==> config.mk <==
export PLATFORM = sky130hd
export DESIGN_NAME = sem_fifo
export DESIGN_NICKNAME = d
export VERILOG_FILES = /design/src/hw/rtl/assert_macros.svh /design/src/hw/rtl/sem_fifo.sv
export SDC_FILE = /design/constraint.sdc
export NUM_CORES = 1
export LEC_CHECK = 0
export BUFFER_PORTS_ARGS = -buffer_cell sky130_fd_sc_hd__clkbuf_2
export CORE_MARGIN = 5
export CORE_UTILIZATION = 59
export CTS_CLUSTER_SIZE = 40
export DETAILED_ROUTE_END_ITERATION = 12
export GPL_TIMING_DRIVEN = 0
export PLACE_DENSITY_LB_ADDON = 0.15
export SYNTH_ARGS = -nofsm -noshare
export SYNTH_HDL_FRONTEND = slang
export SYNTH_SLANG_ARGS = --single-unit
==> constraint.sdc <==
create_clock -name clk_i -period 4.1 [get_ports clk_i]
set_clock_uncertainty 0.2 [all_clocks]
set_input_delay 0.82 -clock clk_i [delete_from_list [all_inputs] [get_ports clk_i]]
set_output_delay 0.82 -clock clk_i [all_outputs]
set_load 0.02 [all_outputs]
==> src/hw/rtl/assert_macros.svh <==
// Assertion macros shared by the RTL of the Sobel edge block.
// Depends on nothing; a module that asserts names its clock clk_i and reset rst_ni.
`ifndef ASSERT_MACROS_SVH
`define ASSERT_MACROS_SVH
// Generic clocked assertion with an active-low reset that disables checking.
`define SEM_ASSERT_CLK(lbl, clk, rstn, prop, msg) \
  lbl: assert property (@(posedge clk) disable iff (!rstn) prop) else $error(msg);
// Short form that uses the usual clock and reset names of this project.
`define SEM_ASSERT(lbl, prop, msg) `SEM_ASSERT_CLK(lbl, clk_i, rst_ni, prop, msg)
`endif

==> src/hw/rtl/sem_fifo.sv <==
// Small register-based first-in first-out queue.
// Depends on nothing; the front queue and the result queue are instances of it.
module sem_fifo #(
  parameter int unsigned WIDTH = 8,
  parameter int unsigned DEPTH = 8
) (
  input  logic                         clk_i,
  input  logic                         rst_ni,
  input  logic                         push_i,
  input  logic [WIDTH-1:0]             data_i,
  input  logic                         pop_i,
  output logic [WIDTH-1:0]             data_o,
  output logic                         empty_o,
  output logic                         full_o,
  output logic [$clog2(DEPTH+1)-1:0]   count_o
);

  localparam int unsigned PW = (DEPTH > 1) ? $clog2(DEPTH) : 1;

  logic [WIDTH-1:0]           mem_q [DEPTH];
  logic [PW-1:0]              wr_q, wr_d, rd_q, rd_d;
  logic [$clog2(DEPTH+1)-1:0] cnt_q, cnt_d;
  logic                       do_push, do_pop;

  assign do_push = push_i && !full_o;
  assign do_pop  = pop_i && !empty_o;
  assign empty_o = (cnt_q == '0);
  assign full_o  = (cnt_q == ($clog2(DEPTH+1))'(DEPTH));
  assign count_o = cnt_q;
  assign data_o  = mem_q[rd_q];

  always_comb begin
    wr_d  = wr_q;
    rd_d  = rd_q;
    cnt_d = cnt_q;
    if (do_push) begin
      wr_d = (wr_q == PW'(DEPTH - 1)) ? '0 : wr_q + PW'(1);
    end
    if (do_pop) begin
      rd_d = (rd_q == PW'(DEPTH - 1)) ? '0 : rd_q + PW'(1);
    end
    if (do_push && !do_pop) begin
      cnt_d = cnt_q + 1'b1;
    end else if (do_pop && !do_push) begin
      cnt_d = cnt_q - 1'b1;
    end
  end

  always_ff @(posedge clk_i or negedge rst_ni) begin
    if (!rst_ni) begin
      wr_q  <= '0;
      rd_q  <= '0;
      cnt_q <= '0;
    end else begin
      wr_q  <= wr_d;
      rd_q  <= rd_d;
      cnt_q <= cnt_d;
    end
  end

  always_ff @(posedge clk_i) begin
    if (do_push) begin
      mem_q[wr_q] <= data_i;
    end
  end

endmodule

* Yosys cells after proc, flatten, opt, wreduce, memory -nomap -nowiden
Memories as Yosys holds them, arrays and structs flattened.
Index checks and enable logic that the tools add are counted.
** Storage, ports and cells
- Register bits :: 10
- RAM bits :: 64
- Bits of input ports :: 12
- Output and inout bits :: 14
- Word-level logic and storage cells :: 27
- Memories :: 1
** Memory list
- mem_q :: depth 8, width 8, read ports 1, clocked after memory_dff 0, wr ports 1, RTL line sem_fifo.sv:20 : logic [WIDTH-1:0] mem_q [DEPTH];
** Operators by class
- $add $sub $neg :: 4
- Equal/unequal tests :: 3
- Mux-type cells :: 6
- Reduce and logical (&&, ||, !) cells :: 10
** Operator list (count)
- two-way mux 4 bit :: 2
- adder 3 x 1 -> 3 bit (second input constant) :: 2
- equality test 3 bit (second input constant) :: 2
- two-way mux 3 bit :: 2
- adder 4 x 1 -> 4 bit (second input constant) :: 1
- equality test 4 bit (second input constant) :: 1
- logical AND 1 bit :: 4
- zero test 1 bit :: 4
- zero test 4 bit :: 1
- subtractor 4 x 1 -> 4 bit (second input constant) :: 1
- two-way mux 1 bit :: 2
- nonzero test 2 bit :: 1

* Logic depth before layout (Yosys ltp)
- Depth after elaboration :: 7
- Gate-level depth with buffers :: 9
- Mapped depth without buffers :: 9

* Worst setup path after synthesis
Ideal clock, no wire load.
- Path kind :: flip-flop to flip-flop
- From :: register cnt_q[0] (netlist: count_o[0])
- To :: register cnt_q[3] (netlist: count_o[3])
- Library setup time :: 0.131 ns
- Data arrival time :: 2.653 ns
- Data required time :: 3.769 ns
- Slack :: 1.116 ns
- Cell stages (with the launch flop) :: 10
- Path buffers :: 0
- Period minus slack after synthesis :: 2.984 ns
- Cell sequence :: dfrtp_1 -> or4b_4 -> nand2_8 -> inv_1 -> ha_1 -> inv_1 -> ha_1 -> or4_1 -> o211ai_1 -> o211ai_1
** On the way
- Cells in the longest elaborated chain, start to end :: 6
- Elaborated cells between the ends (all ways) :: 15
- Classes of those cells :: add/sub: 2; eq/ne: 1; mux: 2; reduce/logical: 10
** RTL lines
- start, declared :: RTL line sem_fifo.sv:22 : logic [$clog2(DEPTH+1)-1:0] cnt_q, cnt_d;
- start signal, assigned :: RTL line sem_fifo.sv:57 : cnt_q <= cnt_d;
- equality test 4 bit (*) :: RTL line sem_fifo.sv:28 : assign full_o = (cnt_q == ($clog2(DEPTH+1))'(DEPTH));
- zero test 1 bit (*) :: RTL line sem_fifo.sv:25 : assign do_push = push_i && !full_o;
- logical AND 1 bit (*) :: RTL line sem_fifo.sv:25
- via do_push :: RTL line sem_fifo.sv:23 : logic do_push, do_pop;
- zero test 1 bit :: RTL line sem_fifo.sv:44 : end else if (do_pop && !do_push) begin
- logical AND 1 bit :: RTL line sem_fifo.sv:44
- nonzero test 2 bit (no line)
Mark *: on every way through the listed nets, which the timed path passes. The rest lies on a longest branch. The select of a mux whose other input is x is not followed.
A chain may end at the register's enable or synchronous reset.

* Worst setup path after layout
Ends and elaborated chain as after synthesis.

==> impl_metrics.toml <==
[synthesis]
synthTopCellsByArea = "edfxtp_1 61%, mux4_2 11%, dfrtp_1 7.9%"
synth-edff-count = 64
yosysTopAreaCell = "edfxtp_1"
yosysSeqAreaShare_pct = 68.7
synth_seq_cells = 74
synth_flop_cell = "edfxtp_1"
synth.distinct_cells = 34
synth_cells = 159
yosysWarnings = 0
synth_fp_nets = 179
syn_avg_cell_area_um2 = 19.9
async_reset_ff_share_pct = 13.5
syn_area_um2 = 3160
synth_top_area_share_pct = 60.8

[cts]
cts_root_buffer = "clkbuf_8"
cts_htree_levels = 3
cts_setup_buffers = 0
clock-sinks = 74
clock_tree.buffer_depth = 2
cts_buffers = 9
cts_tree = "built"
clk_latency_ns = 0.34
cts_hold_buf = 0
cts_resized = 0
path_clk_slew_ns = 0.07

[final_layout]
final_nets = 217
layout-drive-gt1-share_pct = 38.6
antenna_cells = 0
area_delta_synth_final_pct = 13.4
fillerInstances = 344

[setup_path]
path_cells = "or4b_4 -> nand2_8 -> inv_1 -> ha_1 -> inv_1 -> ha_1 -> or4_1 -> o211ai_1 -> o211ai_1"
slowest_delay_ns = 0.64
critPathArrivalTime_ns = 3.15
crit_buf_inv = 2
timing.rr.start = "count_o[0]$_DFFE_PN0P_"
crit_family = "simple AND/OR/NAND/NOR gates"
critPathSlowestCell = "or4b_4"
rr_endpoint = "count_o[3]$_DFFE_PN0P_"
worstPathMaxFanout = 8
cp-end-kind = "register"
cp_data_required_time_ns = 4.12
crit_cells = 9
cp-start-kind = "register"
rr_worst_depth = 9
crit_start = "count_o[0]$_DFFE_PN0P_"
critical_path_class = "reg -> reg"
crit_end = "count_o[3]$_DFFE_PN0P_"
r2r_setup_slack_ns = 0.97

[detailed_routing]
wl_um = 5690
initialDrtViolationCount = 116
vias = 1594
wl_per_cell_um = 20.9
route.detailed.drc = 0
ant_nets = 0
drtPass1Iterations = 4
viasPerCell = 5.86

[sta]
rsz0062_at_grt = "false"
fin_crit_sh_pct = 76.4
fmax_mhz = 319
post-route-min-period_ns = 3.13
slew_headroom_pct = 34.4
finalMaxSlewViolations = 0
tightest_slew_ns = 0.980
hold_viol = 0
setup_viol = 0
tns_ns = 0

[floorplan]
die-area_um2 = 6920
initial_core_util_pct = 61.1
die_h_um = 83.2
die_x_um = 83.2
core_um2 = 5170
rows = 26
io_pins = 26

[placement]
hpwl_um = 3750
place.gp.congestion = 0.754
port-buffer-count = 25

[power_and_ir_drop]
powerDensity_nw_per_um2 = 735
p_leak_nw = 1.30
vdd_drop_max_mv = 0.466
power.total_mw = 2.64

[min_path]
hold_class = "in -> async"

[global_route]
grt_pass1_wl_um = 9380
grt_use_total_pct = 18.5
grt_overflow = 0
antenna_found_initial = 1
grt_pass1_vias = 1704
grt_max_degree = 13

[job]
drv_cap = 0

[run_status]
status = "finished clean"
Yosys cell counts, drive strengths merged (2+ instances only):
| library cell | instances |
|---|---|
| edfxtp | 64 |
| mux4 | 16 |
| mux2 | 13 |
| dfrtp | 10 |
| ha | 7 |
| nor3 | 6 |
| buf | 5 |
| nand2 | 5 |
| nor2 | 4 |
| inv | 3 |
| nand2b | 3 |
| nand3 | 3 |
| a21oi | 2 |
| nor4 | 2 |
| o211ai | 2 |
| o21ai | 2 |
| xnor2 | 2 |
metrics by stage:
step	hold WS, ns	setup slack (ns)	cells	cell area [µm²]	util [%]
after global routing	0.144	0.864	272	3590	69.3
after floorplan	0.324	1.12	159	3160	-
after global placement	0.383	0.937	254	3370	65.2
after CTS	0.135	0.952	271	3570	69.1
after detailed placement	0.428	0.968	255	3400	65.7
final	0.135	0.966	272	3590	69.3
layout by cell type, fill, tap and decap left out, types with 2 or more instances in the layout:
master	n
inv_1	3
dfrtp_1	10
nor3_2	3
o21ai_0	2
ha_1	7
mux2_4	11
clkbuf_8	11
nor2_1	4
buf_2	2
nand3_1	3
nand2_1	4
a21oi_1	2
nand2b_1	3
clkbuf_1	4
clkbuf_2	25
o211ai_1	2
nor3_1	3
xnor2_1	2
buf_4	2
edfxtp_1	64
mux4_2	15
area by class of cell:
type / instances / area (µm²) / area share [%]
Sequential cell: 74 / 2170 / 60.6
Inverter: 3 / 11.3 / 0.314
Clock buffer: 14 / 163 / 4.54
Tap cell: 70 / 87.6 / 2.44
Buffer: 6 / 48.8 / 1.36
Clock inverter: 2 / 12.5 / 0.349
Timing Repair Buffer: 27 / 140 / 3.91
Multi-Input combinational cell: 76 / 951 / 26.5
worst min path at each step:
stage	from	end	slack [ns]	depth (start not counted)
after floorplan	rst_ni	count_o[0]$_DFFE_PN0P_	0.32	0
after global placement	rd_q[2]$_DFFE_PN0P_	rd_q[2]$_DFFE_PN0P_	0.38	2
after detailed placement	rd_q[2]$_DFFE_PN0P_	rd_q[2]$_DFFE_PN0P_	0.43	2
after CTS	rst_ni	wr_q[2]$_DFFE_PN0P_	0.13	1
after global routing	rst_ni	wr_q[2]$_DFFE_PN0P_	0.14	1
final	rst_ni	wr_q[2]$_DFFE_PN0P_	0.14	1
sequential cells by signal, indices dropped and copies added (netlist names):
| name | count |
|---|---|
| wr_q | 3 |
| rd_q | 3 |
| count_o | 4 |
| mem_q | 64 |
cells by family after synthesis:
family	count (synthesis)	share of synthesized area [%]
buffers and inverters	9	1.90
AO/OA/AOI/OAI	9	2.57
XOR/XNOR	2	0.554
flip-flops	74	68.7
AND/OR/NAND/NOR	27	5.10
adder cells (fa/ha/maj)	8	3.40
multiplexers	30	17.8
metal layers:
metal | up-vias | GRT usage, % | wire (µm)
li1 | 726 | - | -
met1 | 810 | 23.3 | 2380
met2 | 45 | 29.3 | 2810
met3 | 11 | 7.23 | 386
met4 | 2 | 6.84 | 97
met5 | - | 0 | 13
report_power, final:
group          internal, mW  total (mW)  leakage (nW)  switching, mW
clock                 0.253       0.495        0.0867          0.243
combinational         0.515        1.05         0.509          0.534
sequential            0.972        1.09         0.700          0.120
(Power assumes the default switching activity.)
