==> src/hw/rtl/assert_macros.svh <==
// Assertion macros shared by the RTL of the Sobel edge block.
// Depends on nothing; a module that asserts names its clock clk_i and reset rst_ni.
`ifndef ASSERT_MACROS_SVH
`define ASSERT_MACROS_SVH
// Generic clocked assertion with an active-low reset that disables checking.
`define SEM_ASSERT_CLK(lbl, clk, rstn, prop, msg) \
  lbl: assert property (@(posedge clk) disable iff (!rstn) prop) else $error(msg);
// Short form that uses the usual clock and reset names of this project.
`define SEM_ASSERT(lbl, prop, msg) `SEM_ASSERT_CLK(lbl, clk_i, rst_ni, prop, msg)
`endif

==> src/hw/rtl/sem_pkg.sv <==
// Types, constants and helper functions of the Sobel edge magnitude block.
// Depends on nothing; used by the front end, the back end and the top of the block.
package sem_pkg;

  localparam int unsigned NUM_CH         = 3;
  localparam int unsigned SMP_W          = 8;
  localparam int unsigned PIX_W          = NUM_CH * SMP_W;
  localparam int unsigned GRAD_W         = 11;
  localparam int unsigned ROW_W          = 12;
  localparam int unsigned COL_W          = 10;
  localparam int unsigned LW_W           = 11;
  localparam int unsigned FH_W           = 13;
  localparam int unsigned CFG_DATA_W     = 13;
  localparam int unsigned CFG_IDX_W      = 2;
  localparam int unsigned DEF_MAX_LINE   = 1024;
  localparam int unsigned DEF_CHANNELS   = 3;
  localparam int unsigned HEIGHT_LIMIT   = 4096;
  localparam int unsigned Q_DEPTH        = 8;
  localparam int unsigned O_DEPTH        = 8;
  localparam logic [LW_W-1:0] LW_RESET   = LW_W'(640);
  localparam logic [FH_W-1:0] FH_RESET   = FH_W'(480);
  localparam logic [SMP_W-1:0] EDGE_MAX  = 8'd255;

  typedef enum logic [CFG_IDX_W-1:0] {
    CFG_LINE_WIDTH   = 2'd0,
    CFG_FRAME_HEIGHT = 2'd1
  } cfg_idx_e;

  typedef struct packed {
    logic [ROW_W-1:0]                    row;
    logic [COL_W-1:0]                    col;
    logic                                done;
    logic [NUM_CH-1:0][GRAD_W-1:0]       gx;
    logic [NUM_CH-1:0][GRAD_W-1:0]       gy;
  } grad_item_t;

  typedef struct packed {
    logic [ROW_W-1:0]                    row;
    logic [COL_W-1:0]                    col;
    logic                                done;
    logic [NUM_CH-1:0][SMP_W-1:0]        mag;
  } edge_item_t;

  // One bit of a restoring integer square root.
  function automatic logic [7:0] isq_step(input logic [7:0] r, input logic [7:0] b,
                                          input logic [15:0] v);
    logic [7:0] t;
    t = r | b;
    return ((16'(t) * 16'(t)) <= v) ? t : r;
  endfunction

endpackage

==> src/hw/rtl/sem_back.sv <==
// Back end: squared gradient sum and a two-stage saturating integer square root.
// Depends on sem_pkg; pops the gradient queue when the result queue has room.
module sem_back
  import sem_pkg::*;
#(
  parameter int unsigned CHANNEL_COUNT = DEF_CHANNELS
) (
  input  logic                          clk_i,
  input  logic                          rst_ni,
  input  logic                          q_empty_i,
  input  grad_item_t                    q_item_i,
  input  logic [$clog2(O_DEPTH+1)-1:0]  out_count_i,
  output logic                          q_pop_o,
  output logic                          res_valid_o,
  output edge_item_t                    res_o
);

  typedef struct packed {
    logic [ROW_W-1:0]              row;
    logic [COL_W-1:0]              col;
    logic                          done;
    logic [NUM_CH-1:0]             sat;
    logic [NUM_CH-1:0][15:0]       val;
    logic [NUM_CH-1:0][7:0]        root;
  } sq_stage_t;

  logic                       v0_q, v1_q, v2_q;
  sq_stage_t                  b0_q, b1_q, b1_d;
  edge_item_t                 b2_q, b2_d;
  sq_stage_t                  b0_d;
  logic [$clog2(O_DEPTH+1):0] credit_use;

  assign credit_use = ($clog2(O_DEPTH+1)+1)'(out_count_i)
                    + ($clog2(O_DEPTH+1)+1)'(v0_q)
                    + ($clog2(O_DEPTH+1)+1)'(v1_q)
                    + ($clog2(O_DEPTH+1)+1)'(v2_q);
  assign q_pop_o = !q_empty_i && (credit_use < ($clog2(O_DEPTH+1)+1)'(O_DEPTH));

  always_comb begin
    logic signed [2*GRAD_W-1:0] sx, sy;
    logic [20:0] sum;
    b0_d.row  = q_item_i.row;
    b0_d.col  = q_item_i.col;
    b0_d.done = q_item_i.done;
    b0_d.root = '0;
    for (int c = 0; c < NUM_CH; c++) begin
      sx = $signed(q_item_i.gx[c]) * $signed(q_item_i.gx[c]);
      sy = $signed(q_item_i.gy[c]) * $signed(q_item_i.gy[c]);
      sum = 21'(sx) + 21'(sy);
      b0_d.sat[c] = |sum[20:16];
      b0_d.val[c] = sum[15:0];
    end
  end

  always_comb begin
    logic [7:0] r;
    b1_d = b0_q;
    for (int c = 0; c < NUM_CH; c++) begin
      r = '0;
      for (int i = 7; i >= 4; i--) begin
        r = isq_step(r, 8'(1 << i), b0_q.val[c]);
      end
      b1_d.root[c] = r;
    end
  end

  always_comb begin
    logic [7:0] r;
    b2_d.row  = b1_q.row;
    b2_d.col  = b1_q.col;
    b2_d.done = b1_q.done;
    for (int c = 0; c < NUM_CH; c++) begin
      r = b1_q.root[c];
      for (int i = 3; i >= 0; i--) begin
        r = isq_step(r, 8'(1 << i), b1_q.val[c]);
      end
      if (c >= CHANNEL_COUNT) begin
        b2_d.mag[c] = '0;
      end else begin
        b2_d.mag[c] = b1_q.sat[c] ? EDGE_MAX : r;
      end
    end
  end

  always_ff @(posedge clk_i or negedge rst_ni) begin
    if (!rst_ni) begin
      v0_q <= 1'b0;
      v1_q <= 1'b0;
      v2_q <= 1'b0;
    end else begin
      v0_q <= q_pop_o;
      v1_q <= v0_q;
      v2_q <= v1_q;
    end
  end

  always_ff @(posedge clk_i) begin
    if (q_pop_o) begin
      b0_q <= b0_d;
    end
    if (v0_q) begin
      b1_q <= b1_d;
    end
    if (v1_q) begin
      b2_q <= b2_d;
    end
  end

  assign res_valid_o = v2_q;
  assign res_o       = b2_q;

endmodule

==> config.mk <==
export PLATFORM = sky130hd
export DESIGN_NAME = sem_back
export DESIGN_NICKNAME = d
export VERILOG_FILES = /design/src/hw/rtl/assert_macros.svh /design/src/hw/rtl/sem_pkg.sv /design/src/hw/rtl/sem_back.sv
export SDC_FILE = /design/constraint.sdc
export NUM_CORES = 2
export LEC_CHECK = 0
export ABC_AREA = 1
export ABC_CLOCK_PERIOD_IN_PS = 25900
export BUFFER_PORTS_ARGS = -buffer_cell sky130_fd_sc_hd__buf_4
export CORE_MARGIN = 2
export CORE_UTILIZATION = 40
export DETAILED_ROUTE_END_ITERATION = 12
export SLEW_MARGIN = 20
export SYNTH_ARGS = -nofsm -noshare
export SYNTH_HDL_FRONTEND = slang
export SYNTH_SLANG_ARGS = --single-unit
export TNS_END_PERCENT = 5
==> constraint.sdc <==
create_clock -name clk_i -period 25.9 [get_ports clk_i]
set_input_delay 1.295 -clock clk_i [delete_from_list [all_inputs] [get_ports clk_i]]
set_output_delay 1.295 -clock clk_i [all_outputs]
set_load 0.02 [all_outputs]
### After elaboration in Yosys (flattened, before gate mapping)

Index checks and enable logic that the tools add are counted.

* output and inout bits: 49
* bits of input ports: 96
* bits in registers: 222
* word-level logic and storage cells: 116

* $lt $le $gt $ge: 25
* multipliers: 27
* multiplexer cells: 18
* add/subtract/negate cells: 6
* reductions and logical operators: 8

Operators with widths (count)
* $le A16 B16 Y1: 21
* $mul A8 B8 Y16: 21
* $mul A11 B11 Y21: 6
* $add A21 B21 Y21: 3
* $le A15 B16 Y1 const A: 3
* $mux W8: 3
* $mux W7: 3
* $mux W6: 3
* $reduce_or A5 Y1: 3
* $mux W4: 3
* $add A5 B1 Y5: 2
* $mux W3: 3
* $mux W2: 3
* $reduce_or A2 Y1: 3
* $add A4 B1 Y5: 1
* $lt A5 B4 Y1 const B: 1
* $logic_and A1 B1 Y1: 1
* $logic_not A1 Y1: 1

### Logic depth before layout (Yosys ltp)

* depth after elaboration: 12
* depth in mapped cells: 94
* mapped depth without buffers: 93

### Worst setup path before layout

OpenSTA, ideal clock, no wires.

* kind: register to register
* start: register b1_q[21] in the netlist's numbering
* end: register b2_q (netlist bit res_o[16]) (data pin)
* buffers on the path: 1
* data required time: 25.635 ns
* stages on the path, launching flop included: 87
* library setup time: 0.265 ns
* period minus slack after synthesis: 16.687 ns
* path slack: 9.213 ns
* arrival: 16.421 ns
* cells stage by stage: edfxtp_1 > clkbuf_1 > inv_1 > fa_1 > xnor2_1 > xor2_1 > fa_1 > ha_1 > ha_1 > nand2_1 > o21ai_0 > a21o_1 > a21oi_1 > xor2_1 > ha_1 > nand4_1 > nor3_2 > nand3_1 > [51 not listed] > inv_1 > fa_1 > inv_1 > ha_1 > a21oi_1 > o21ai_0 > nor2_1 > o21ai_2 > a21oi_1 > inv_1 > nand2_1 > nand2_1 > ha_1 > nand3_1 > nor3_1 > o21ai_0 > o2111ai_1 > nand3_1

* cells in the longest elaborated chain, start to end: 12

Ends and longest elaborated chain
* start: declaration: RTL line sem_back.sv:28 `sq_stage_t b0_q, b1_q, b1_d;`
* start signal: assignment: RTL line sem_back.sv:102 `b1_q <= b1_d;`
* $mul A8 B8 Y16: RTL line sem_pkg.sv:49 `return ((16'(t) * 16'(t)) <= v) ? t : r;`
* $le A16 B16 Y1: RTL line sem_pkg.sv:49
* $mux W4: RTL line sem_pkg.sv:49
* $mul A8 B8 Y16: RTL line sem_pkg.sv:49
* $le A16 B16 Y1: RTL line sem_pkg.sv:49
* $mux W3: RTL line sem_pkg.sv:49
* $mul A8 B8 Y16: RTL line sem_pkg.sv:49
* $le A16 B16 Y1: RTL line sem_pkg.sv:49
* $mux W2: RTL line sem_pkg.sv:49
* $mul A8 B8 Y16 (*): RTL line sem_pkg.sv:49
* $le A16 B16 Y1 (*): RTL line sem_pkg.sv:49
* $reduce_or A2 Y1 (no source line) (*)
* end signal: assignment: RTL line sem_back.sv:105 `b2_q <= b2_d;`
* end: declaration: RTL line sem_back.sv:29 `edge_item_t b2_q, b2_d;`

Mark *: on every way between the ends. The rest lies on a longest branch, timed or not.
A chain may end at the register's enable or synchronous reset.

### Worst setup path after layout

* start: register b1_q[5] in the netlist's numbering
* end: register b2_q (netlist bit res_o[0]) (data pin)

Same word-level chain as after synthesis.

==> metrics.cfg <==
[die]
die_w_um=347
coreArea_um2=117000
io_pins=145
rows=125
dieArea_um2=121000
initial_core_util_pct=40.4
fp.dieH_um=347

[synthesis]
synth_top_family_by_area=adder cells
synth_common_cells=inv_1 (1586), nand2_1 (889), fa_1 (826), ha_1 (669), a21oi_1 (212)
netlist.area_leader.share_pct=35.1
synth.avg_cell_area_um2=8.86
synth_fa_ha_area_share_pct=52.9
synth_most_common_cell=inv_1
synth_edf_count=207
synth_cell_types=56
synth-simple-area-share_pct=11.9
synth_compound_area_share_pct=4.48
synthCells=5314
netlist_top_cells_area=fa_1 (35%), ha_1 (18%), edfxtp_1 (13%)
synth_nets=6905
ys.flop_type=edfxtp_1
async_flop_share_pct=1.43
synth_top_area_cell=fa_1
synth_xor_area_share_pct=3.91
synth_mux_area_share_pct=0.0638
ys.warnings.count=0
syn-cell-area_um2=47100
ys_ff_latch=210
synth-seq-area-share_pct=13.4

[critical_path]
r2r-end=res_o[0]
crit_top_cell=fa_1
slowest_delay_ns=0.87
reg2regPathDepth=79
endpoint=res_o[0]
r2r-start=b1_q[5]
crit_path_start_kind=flip-flop
cp_max_fo=16
r2r_setup_slack_ns=7.52
crit_type=reg2reg
cp.arrival_ns=18.65
slowest_stage=edfxtp_1
crit_path_end_kind=flip-flop
crit_required_ns=26.17
crit_start=b1_q[5]

[worst_hold_path]
whs_path_depth=0
hold_class=reg2reg

[final_layout]
fin_util_pct=43.4
fillers=11500
synthToLayoutAreaGrowth_pct=7.38
fin_nets=6998
drive_gt1_share_pct=4.61

[timing]
finalMaxSlewViolations=0
timing.slew.headroom_pct=42.8
report.final.hold_viol_count=0
tightestPinTransition_ns=0.858
setup_ws_ns=7.52
finClkSkew_ns=0.0145
tns_ns=0
finalSetupViolCount=0
fin_crit_sh_pct=71.0
rsz0062_at_grt=false
fin_crit_ns=18.38
max_freq_mhz=54.4

[clock_tree]
clkSinkCount=210
cts.clk_slew.worst_paths_ns=0.06
clockBufferDepth=3
cts_buffers=25
cts_resized=0
cts_hold_buf=0
cts_setup_buffers=0
cts_root_buf=clkbuf_16
cts_tree=built
worstSkewPairLatency_ns=0.54
htree_levels=1

[status]
status=finished, final reports clean

[placed_design]
dpl.hpwl_mm=93.7
gp_congestion=0.889
portBuffers=144
dp_slack_ns=7.54

[drt]
num_vias=32600
viasPerCell=4.69
wire_per_inst_um=15.3
drtAntennaViolNets=0
wirelength_mm=106
drc=0
first_pass_iters=5
drt_iter0_drc=1647

[grt]
grt_first_pass_wirelength_mm=179
grt_max_degree=64
overflow=0
grt_pass1_vias=34800
antenna_found_initial=8
grt_use_total_pct=18.4

[job]
cap_viol_max_count=0

-- cell type report --
| cell class | count | area, µm² | share of cell area, % |
|---|---|---|---|
| multi-input cells | 3422 | 34500 | 68.2 |
| flip-flops and latches | 210 | 6300 | 12.4 |
| inverters | 1598 | 6000 | 11.9 |
| well taps | 1524 | 1910 | 3.77 |
| repair buffers | 150 | 1130 | 2.23 |
| clock buffers | 30 | 644 | 1.27 |
| clock inverters | 13 | 110 | 0.218 |
| diodes | 3 | 7.51 | 0.0148 |
-- per-layer routing --
layer  share of wire, %  GRT usage (%)
met1                 44           24.3
met4                2.0           3.64
met5              0.016              0
met3                3.3           1.45
met2                 51           33.0
-- placed cells by master, fill, tap and decap left out, types with 4 or more instances in the layout --
| cell | instances |
|---|---|
| buf_4 | 150 |
| nand2_1 | 889 |
| o2111ai_1 | 6 |
| o21ai_1 | 14 |
| clkinv_1 | 5 |
| a21o_1 | 26 |
| edfxtp_1 | 207 |
| o31ai_1 | 4 |
| o211ai_1 | 13 |
| a211oi_1 | 6 |
| nand3_1 | 116 |
| clkinv_2 | 5 |
| nor2_1 | 191 |
| clkbuf_16 | 25 |
| nand3b_1 | 12 |
| nand4_1 | 45 |
| xor2_1 | 143 |
| fa_1 | 826 |
| inv_1 | 1586 |
| clkbuf_1 | 5 |
| o21bai_1 | 4 |
| o21ai_0 | 64 |
| or2_2 | 19 |
| a31oi_1 | 4 |
| a21oi_1 | 212 |
| nor4_1 | 16 |
| nor3_2 | 4 |
| inv_2 | 8 |
| a31o_2 | 4 |
| nor3_1 | 19 |
| xnor2_1 | 67 |
| nand2_2 | 11 |
| ha_1 | 669 |
-- logic make-up (layout without fill, tap and decap cells) --
family,after synthesis,in the layout
buffers and inverters,1682,1791
adder cells (fa/ha/maj),1495,1495
AND/OR/NAND/NOR,1340,1340
AO/OA/AOI/OAI,374,374
XOR/XNOR,210,210
flip-flops,210,210
multiplexers,3,3
other,0,3
-- worst min-delay path by stage --
stage          slack [ns]  startpoint         to
2_1_floorplan        0.40    b0_q[72]   b1_q[72]
3_3_place_gp         0.40    b1_q[89]  res_o[38]
3_5_place_dp         0.40    b0_q[83]   b1_q[83]
4_1_cts              0.42    b1_q[93]  res_o[42]
5_1_grt              0.42    b1_q[93]  res_o[42]
6_report             0.41    b1_q[97]  res_o[46]
-- stage by stage --
| stage | cells | instance area (µm²) | hold WS, ns |
|---|---|---|---|
| 2_1_floorplan | 5314 | 47100 | 0.400 |
| 3_3_place_gp | 6904 | 49800 | 0.401 |
| 3_5_place_dp | 6904 | 49800 | 0.405 |
| 4_1_cts | 6947 | 50600 | 0.415 |
| 5_1_grt | 6948 | 50600 | 0.425 |
| 6_report | 6950 | 50600 | 0.415 |
-- critical path: cells and delay by family (launching register included) --
family | cells | cell delay, ns
AOI/OAI and AO/OA | 18 | 2.69
adders and majority gates | 22 | 9.19
buffers and inverters | 7 | 0.97
DFF | 1 | 0.87
and+or+nand+nor | 24 | 2.69
xor gates and xnor gates | 8 | 1.68
-- sequential cells by signal, indices dropped and copies added, names as in the netlist --
signal       cells
b1_q            86
b0_q            74
res_o           47
res_valid_o      1
v0_q             1
v1_q             1
Power is not shown: default switching activity piles up to over one toggle a cycle in this logic, so the estimate is an artifact.
